===== src/design/spq_pkg.sv =====
// Shared types and constants for the sorted priority queue.
`default_nettype none

package spq_pkg;

	localparam int VALUE_W = 32;
	localparam int RANK_W  = 31;
	localparam int OCC_W   = 5;

	// Value returned when a dequeue or peek finds the queue empty.
	localparam logic signed [VALUE_W-1:0] INT_MIN = {1'b1, {(VALUE_W-1){1'b0}}};

	typedef enum logic [1:0] {
		MODE_ENQ  = 2'd0,
		MODE_DEQ  = 2'd1,
		MODE_PEEK = 2'd2
	} mode_t;

	typedef enum logic [1:0] {
		ST_OK    = 2'd0,
		ST_EMPTY = 2'd1,
		ST_FULL  = 2'd2
	} status_t;

	// One stored entry of the queue.
	typedef struct packed {
		logic signed [VALUE_W-1:0] value;
		logic [RANK_W-1:0]         rank;
	} entry_t;

	// Operation broadcast to every cell of the chain.
	typedef struct packed {
		logic enq;
		logic deq;
	} cell_ctrl_t;

endpackage

`default_nettype wire


===== src/design/spq_cell.sv =====
// One cell of the sorted chain: holds an entry and trades it with its neighbors.
`default_nettype none

module spq_cell (
	input  wire logic                clk,
	input  wire spq_pkg::cell_ctrl_t ctrl,
	input  wire logic                occ,
	input  wire spq_pkg::entry_t     new_entry,
	input  wire spq_pkg::entry_t     left_entry,
	input  wire logic                left_take,
	input  wire spq_pkg::entry_t     right_entry,
	output logic                     take,
	output spq_pkg::entry_t          entry
);

	spq_pkg::entry_t entry_q;

	// The cell lies at or past the insertion point when it is empty or its rank
	// does not exceed the new rank; equal ranks move away from the top.
	assign take  = !occ || (entry_q.rank <= new_entry.rank);
	assign entry = entry_q;

	// Insert shifts away from the top; removal shifts toward it.
	always_ff @(posedge clk) begin
		if (ctrl.enq) begin
			if (take) begin
				entry_q <= left_take ? left_entry : new_entry;
			end
		end else if (ctrl.deq) begin
			entry_q <= right_entry;
		end
	end

endmodule

`default_nettype wire


===== src/design/sorted_priority_queue.sv =====
// Each operation gives its result word in the cycle after it is accepted.
// Throughput: one operation per cycle; every cell of the chain compares and shifts
// in parallel, so busy never rises.
// Reset clears the entry count and the result strobe; stored entries stay unknown
// until written, and there is no clearing pass.
// The receiver cannot stall: done is high for exactly one cycle per operation.
`default_nettype none

module sorted_priority_queue #(
	parameter int QUEUE_DEPTH = 16
) (
	input  wire logic                                  clk,
	input  wire logic                                  arst_n,
	input  wire logic                                  start,
	output logic                                       busy,
	input  wire logic [1:0]                            mode,
	input  wire logic signed [spq_pkg::VALUE_W-1:0]    item_value,
	input  wire logic [spq_pkg::RANK_W-1:0]            item_rank,
	output logic                                       done,
	output logic signed [spq_pkg::VALUE_W-1:0]         out_value,
	output logic [1:0]                                 status,
	output logic [spq_pkg::OCC_W-1:0]                  occupancy
);

	localparam int CNT_W = $clog2(QUEUE_DEPTH + 1);

	logic [CNT_W-1:0]                        count_q;
	logic [CNT_W-1:0]                        count_d;
	logic                                    full;
	logic                                    empty;
	spq_pkg::cell_ctrl_t                     ctrl;
	spq_pkg::entry_t                         new_entry;
	spq_pkg::entry_t                         cell_entry [QUEUE_DEPTH];
	logic                                    cell_take  [QUEUE_DEPTH];

	logic                                    done_q;
	logic signed [spq_pkg::VALUE_W-1:0]      out_value_q;
	spq_pkg::status_t                        status_q;
	logic [spq_pkg::OCC_W-1:0]               occupancy_q;
	logic signed [spq_pkg::VALUE_W-1:0]      value_d;
	spq_pkg::status_t                        status_d;

	assign busy  = 1'b0;
	assign full  = (count_q == CNT_W'(QUEUE_DEPTH));
	assign empty = (count_q == '0);

	assign new_entry.value = item_value;
	assign new_entry.rank  = item_rank;

	// Decode the operation into the chain controls and the result word.
	always_comb begin
		ctrl     = '0;
		value_d  = '0;
		status_d = spq_pkg::ST_OK;
		count_d  = count_q;
		unique case (mode)
			spq_pkg::MODE_ENQ: begin
				if (full) begin
					status_d = spq_pkg::ST_FULL;
				end else begin
					ctrl.enq = start;
					count_d  = count_q + CNT_W'(1);
				end
			end
			spq_pkg::MODE_DEQ: begin
				if (empty) begin
					value_d  = spq_pkg::INT_MIN;
					status_d = spq_pkg::ST_EMPTY;
				end else begin
					ctrl.deq = start;
					value_d  = cell_entry[0].value;
					count_d  = count_q - CNT_W'(1);
				end
			end
			spq_pkg::MODE_PEEK: begin
				if (empty) begin
					value_d  = spq_pkg::INT_MIN;
					status_d = spq_pkg::ST_EMPTY;
				end else begin
					value_d = cell_entry[0].value;
				end
			end
			default: begin
				value_d = '0;
			end
		endcase
	end

	// Chain of cells, top of the queue in cell zero, ranks descending away from it.
	for (genvar i = 0; i < QUEUE_DEPTH; i++) begin : g_cell
		spq_pkg::entry_t left_entry;
		spq_pkg::entry_t right_entry;
		logic            left_take;
		logic            occ;

		assign occ = (CNT_W'(i) < count_q);

		if (i == 0) begin : g_first
			assign left_entry = '0;
			assign left_take  = 1'b0;
		end else begin : g_inner_left
			assign left_entry = cell_entry[i-1];
			assign left_take  = cell_take[i-1];
		end

		if (i == QUEUE_DEPTH - 1) begin : g_last
			assign right_entry = '0;
		end else begin : g_inner_right
			assign right_entry = cell_entry[i+1];
		end

		spq_cell u_cell (
			.clk         (clk),
			.ctrl        (ctrl),
			.occ         (occ),
			.new_entry   (new_entry),
			.left_entry  (left_entry),
			.left_take   (left_take),
			.right_entry (right_entry),
			.take        (cell_take[i]),
			.entry       (cell_entry[i])
		);
	end

	// Entry count and result strobe.
	always_ff @(posedge clk or negedge arst_n) begin
		if (!arst_n) begin
			count_q <= '0;
			done_q  <= 1'b0;
		end else begin
			done_q <= start;
			if (start) begin
				count_q <= count_d;
			end
		end
	end

	// Result word registers.
	always_ff @(posedge clk) begin
		if (start) begin
			out_value_q <= value_d;
			status_q    <= status_d;
			occupancy_q <= spq_pkg::OCC_W'(count_d);
		end
	end

	assign done      = done_q;
	assign out_value = out_value_q;
	assign status    = status_q;
	assign occupancy = occupancy_q;

	// Every accepted operation yields a result word in the next cycle.
	a_result_follows: assert property (@(posedge clk) disable iff (!arst_n)
		start |=> done) else $error("missing result word");

	// The count never exceeds the chain length.
	a_count_bound: assert property (@(posedge clk) disable iff (!arst_n)
		count_q <= CNT_W'(QUEUE_DEPTH)) else $error("entry count overflow");

	// An enqueue on a full queue is answered with a full status and keeps the count.
	a_full_cause: assert property (@(posedge clk) disable iff (!arst_n)
		start && mode == spq_pkg::MODE_ENQ && full |=>
		done && status == spq_pkg::ST_FULL && count_q == $past(count_q))
		else $error("full enqueue not rejected");

	// An empty status always carries the minimum integer.
	a_empty_value: assert property (@(posedge clk) disable iff (!arst_n)
		done && status == spq_pkg::ST_EMPTY |-> out_value == spq_pkg::INT_MIN)
		else $error("empty result value wrong");

	// A successful dequeue lowers the count by one.
	a_deq_count: assert property (@(posedge clk) disable iff (!arst_n)
		start && mode == spq_pkg::MODE_DEQ && !empty |=>
		count_q == $past(count_q) - CNT_W'(1)) else $error("dequeue count wrong");

endmodule

`default_nettype wire


===== config.mk =====
export PLATFORM = sky130hd
export DESIGN_NAME = sorted_priority_queue
export DESIGN_NICKNAME = d
export VERILOG_FILES = /design/src/design/spq_pkg.sv /design/src/design/spq_cell.sv /design/src/design/sorted_priority_queue.sv
export SDC_FILE = /design/constraint.sdc
export NUM_CORES = 2
export LEC_CHECK = 0
export BUFFER_PORTS_ARGS = -buffer_cell sky130_fd_sc_hd__buf_2
export CORE_MARGIN = 1.5
export CORE_UTILIZATION = 55
export DETAILED_ROUTE_END_ITERATION = 12
export HOLD_SLACK_MARGIN = 0.1
export MAX_ROUTING_LAYER = met4
export PLACE_DENSITY = 0.79
export SETUP_SLACK_MARGIN = 0.15
export SYNTH_ARGS = -nofsm -noshare
export SYNTH_HDL_FRONTEND = slang
export SYNTH_SLANG_ARGS = --single-unit

===== constraint.sdc =====
create_clock -name clk -period 13.65 [get_ports clk]
set_input_delay 1.365 -clock clk [delete_from_list [all_inputs] [get_ports clk]]
set_output_delay 1.365 -clock clk [all_outputs]
set_load 0.05 [all_outputs]

; ---- After elaboration in Yosys (flattened, before gate mapping)
; Index checks and enable logic that the tools add are counted.
[op_classes]
add_sub_neg = 2
magnitude_cmp = 32
eq_ne = 19
n_mux = 74
n_bitwise = 1
n_reduce_logical = 53
[ops]
columns = operator, n
row1 = $mux 63, 63
row2 = $le 31x31->1, 16
row3 = $lt 4x5->1 const A, 8
row4 = $mux 32, 1
row5 = $ne 2x1->1 const B, 16
row6 = $reduce_and 2->1, 16
row7 = $lt 3x5->1 const A, 4
row8 = $logic_not 1->1, 16
row9 = $logic_or 1x1->1, 16
row10 = $lt 1x5->1 const A, 2
row11 = $lt 2x5->1 const A, 2
row12 = $mux 5, 2
row13 = $pmux 5 s2, 1
row14 = $add 5x1->5 const B, 1
row15 = $eq 5x5->1 const B, 1
row16 = $logic_not 5->1, 1
row17 = $mux 1, 5
row18 = $sub 5x1->5 const B, 1
row19 = $pmux 2 s2, 1
row20 = $reduce_or 2->1, 2
row21 = $eq 2x1->1 const B, 1
row22 = $eq 2x2->1 const B, 1
row23 = $logic_not 2->1, 1
row24 = $mux 2, 1
row25 = 2 further kinds, 2
[totals]
regBits = 1053
input_bits = 68
out_inout_bits = 41
wordCells = 219

; ---- Logic depth before layout (Yosys ltp)
[logic_depth]
word_depth = 6
depth_mapped = 12
mapped_depth_nobuf = 9

; ---- By module
; From an unflattened synthesis, not the netlist that was laid out.
[unflattened]
cells_unflattened = 6451
hier_area_um2 = 66481.3
[by_module_without_submodules]
columns = module, instances, cells_per_inst, area_per_inst_um2, seq_area_each_um2
row1 = spq_cell (g_cell[0].u_cell ...), 14, 391, 4011.3, 1891.8
row2 = spq_cell (g_cell[8].u_cell ...), 2, 391, 4036.4, 1891.8
row3 = sorted_priority_queue, 1, 195, 2249.7, 1321.3

; ---- Worst setup path after synthesis
; OpenSTA, ideal clock, no wires.
[synth_timing]
kind = input port to flip-flop
from = in item_rank[29] in the netlist's numbering
to = reg g_cell[1].u_cell.entry_q (netlist bit g_cell[1].u_cell.entry[0]), enable pin
setup_ps = 571
arrival_time_ps = 7667
t_required_ps = 13079
path_slack_ps = 5413
stages = 8
n_path_buf = 0
cell_sequence = inv_1 ha_1 nand4_1 or4_1 o31ai_1 a31oi_1 or2_2 o21ai_0
[synth_between]
elab_chain_cells = 4
[synth_lines]
columns = item, line
row1 = start: declaration, sorted_priority_queue.sv:18  ; input wire logic [spq_pkg::RANK_W-1:0] item_rank,
row2 = $le 31x31->1, spq_cell.sv:20  ; assign take = !occ || (entry_q.rank <= new_entry.rank);
row3 = $logic_or 1x1->1, spq_cell.sv:20
row4 = $ne 2x1->1 (no line), n/a
row5 = $reduce_and 2->1 (no line), n/a
row6 = end signal: assignment, spq_cell.sv:27  ; entry_q <= left_take ? left_entry : new_entry;
row7 = end signal: assignment, spq_cell.sv:30  ; entry_q <= right_entry;
row8 = end: declaration, spq_cell.sv:16  ; spq_pkg::entry_t entry_q;
; Every way passes these cells.
; A chain may end at the register's enable or synchronous reset.

; ---- Worst setup path in the final report
[layout_timing]
from = in item_rank[20] in the netlist's numbering
to = reg g_cell[6].u_cell.entry_q (netlist bit g_cell[6].u_cell.entry[33]), enable pin
[layout_between]
elab_chain_cells = 4
[layout_lines]
columns = item, line
row1 = $le 31x31->1, spq_cell.sv:20
row2 = $logic_or 1x1->1, spq_cell.sv:20
row3 = $ne 2x1->1 (no line), n/a
row4 = $reduce_and 2->1 (no line), n/a
row5 = end signal: assignment, spq_cell.sv:27
row6 = end signal: assignment, spq_cell.sv:30
row7 = end: declaration, spq_cell.sv:16
; Every way passes these cells.

==> out/metrics.cfg <==
[final_layout]
drive_above_1_share_pct = 6.44
final_common_cell = nand2_1
syn_to_final_growth_pct = 7.95
final_cell_mix = nand2_1 (1145), edfxtp_1 (1047), nand3_1 (889), o211ai_1 (824), ha_1 (502)
fin_area_sq_um = 66200
fin_nets = 6323
final_util_pct = 59.9

[power]
switching_share_pct = 35.6
seqPwrFrac_pct = 44.0
p_leak_uw = 0.0243
p_per_area_nw_per_um2 = 153
p_switching_uw = 3600
pwr-share-clk_pct = 29.8
pwr-share-comb_pct = 26.2
peakVddDrop_v = 0.000113
p_total_uw = 10100
intPower_uw = 6500

[die]
core_area_sq_um = 111000
io_pins = 109
std_cell_rows = 122
start_util_pct = 55.5
die_w_microns = 337
die_area_sq_um = 113000
die_y_microns = 337

[grt]
grt_pass1_vias = 48279
grt_max_degree = 218
grt_antenna_before_repair = 8
grt_usage_pct = 34.4
grt_pass1_wl_microns = 292000
overflow = 0

[cts]
cts_max_path_buffers = 3
cts_tree = yes
path_clk_slew_ns = 0.07
ctsHtreeMaxLevel = 3
ctsResizeCount = 0
cts.sinks = 1053
cts_root_buffer = clkbuf_16
cts_setup_buffers = 0
holdBufCountCts = 0
cts_buffers = 112
clkLatencyLatePin_ns = 0.74

[detailed_routing]
dr_total_vias = 50582
wl_met1_microns = 75800
drt_drc_violations_left = 0
top_layer = met4
post_drt_wl_per_cell_microns = 26.1
wl_met3_microns = 22700
met2_wirelength_microns = 83500
drt_iter0_markers = 7660
wl_microns = 192000
drt_pass1_iterations = 6
vias_per_cell = 6.89
drtAntennaViolNets = 0

[worst_setup_path]
crit_type = in2reg
r2r_end = g_cell[8].u_cell.entry[52]$_DFFE_PP_
reg2reg_from = count_q[1]$_DFFE_PN0P_
reg2reg_depth = 10
setup.worst_path.start_class = primary input
cp.required_ns = 13.99
startpoint = item_rank[20]
cp.arrival_ns = 6.27
rrSetupSlack_ns = 7.82
endpoint = g_cell[6].u_cell.entry[33]$_DFFE_PP_
cp_max_fo = 43
end_kind = flip-flop

[hold_path]
hold_class = in2async

[timing]
hold_slack_ns = 0.501
tightest_slew_ns = 1.34
period_needed_ns = 5.93
hold_violations = 0
grt_setup_unrepaired = false
setup_tns_ns = 0
maxSlewViolCount = 0
setup_viol = 0
fin_skew_ns = 0.0554
period_share_pct = 43.4
relSlewSlack_pct = 10.1
fmax_ghz = 0.169

[outcome]
status = complete, no violations

[flow_run]
maxCapViolations = 0

[synthesis]
ys_ff_latch = 1053
synthesis.nets = 6516
yosysSeqAreaShare_pct = 51.5
synthArstFlopShare_pct = 0.570
yosys.cell_types.count = 63
avgSynthCellArea_sq_um = 10.3
netlist_instances = 5946
ys.flop_type = edfxtp_1
netlist_area_sq_um = 61300
yosysWarnings = 0
synth-edff-count = 1047

[placement]
placed_area_sq_um = 62600
numPortBuffers = 107
place_congestion = 1.03
hpwl_microns = 121000

synth_stat cells (all sizes together), types with 8 or more instances:
library cell  number  area, sq um
nor4              18          113
buf               99          571
o211ai           824         6190
a21o              38          285
a31oi             19          119
o21ai             63          315
a21oi            243         1220
edfxtp          1047        31400
o221ai            16          140
a2111oi            8         70.1
nor3              17         85.1
a211oi            35          263
nand3b            15          113
a221o             10          100
nand4             97          607
o31ai             18          140
nor2             139          524
and2              33          206
mux2i            125         1250
clkbuf           390         1460
nand2           1157         4340
nand3            890         4450
o31a               8         70.1
inv               57          214
ha               502         6280
how the worst min path moves through the flow:
stage	from	to	slack, ns	cells past startpoint
3_5_place_dp	g_cell[15].u_cell.entry[44]$_SDFFCE_PN0P_	g_cell[14].u_cell.entry[44]$_DFFE_PP_	0.52	2
5_1_grt	arst_n	count_q[2]$_DFFE_PN0P_	0.48	1
2_1_floorplan	g_cell[15].u_cell.entry[31]$_SDFFCE_PN0P_	g_cell[14].u_cell.entry[31]$_DFFE_PP_	0.51	2
6_report	arst_n	count_q[2]$_DFFE_PN0P_	0.50	1
4_1_cts	arst_n	count_q[2]$_DFFE_PN0P_	0.47	1
3_3_place_gp	g_cell[15].u_cell.entry[42]$_SDFFCE_PN0P_	g_cell[14].u_cell.entry[42]$_DFFE_PP_	0.52	2
cells by family (layout without fill, tap and decap cells):
group	after synthesis	count (layout)	synth area share, %
simple gates	2403	2403	17.5
compound gates	1308	1308	14.9
flops	1053	1053	51.5
buf+inv	546	441	3.67
fa+ha+maj	502	502	10.2
mux	129	129	2.12
xor+xnor	4	4	0.0572
other cells	1	11	0.00612
registers in the layout, indices dropped and copies added, names as in the netlist:
signal / count
g_cell.u_cell.entry: 1008
count_q: 5
occupancy: 5
done: 1
out_value: 32
status: 2
area by class of cell:
type / instances / area, sq um
fill: 8970 / 44400
clock buffer: 135 / 2950
sequential: 1053 / 31600
inverter: 57 / 214
multi-input combinational: 4347 / 27800
tap: 1488 / 1860
clock inverter: 67 / 541
antenna: 10 / 25.0
timing repair buffer: 182 / 1160
metrics by stage:
stage / setup WS (ns) / instances
floorplan: 5.41 / 5946
global placement: 7.34 / 7127
detailed placement: 7.28 / 7127
CTS: 7.98 / 7329
global route: 7.71 / 7336
finish: 7.72 / 7339
worst max-delay path, cell delays in order:
cell      delay (ns)
buf_2           0.12
inv_1           0.59
ha_1            0.37
a21oi_1         0.14
o21ai_0         0.28
a221o_1         0.52
a211oi_1        0.89
o31ai_4         0.18
o21ai_4         0.79
buf_4           0.96
power by group through the flow:
stage	logic, uW	registers [uW]	clock network, uW
3_3_place_gp	2460	4480	0
4_1_cts	2570	4430	3020
6_report	2640	4440	3010
2_1_floorplan	1700	4450	0
3_5_place_dp	2550	4490	0
5_1_grt	2820	4470	3140
metal layers:
metal | GRT usage, % | vias to the layer above
met5 | - | -
met2 | 50.0 | 3160
li1 | - | 22375
met3 | 7.53 | 574
met1 | 46.2 | 24473
met4 | 15.6 | 0
No activity file was read; power rests on OpenSTA's default activity.
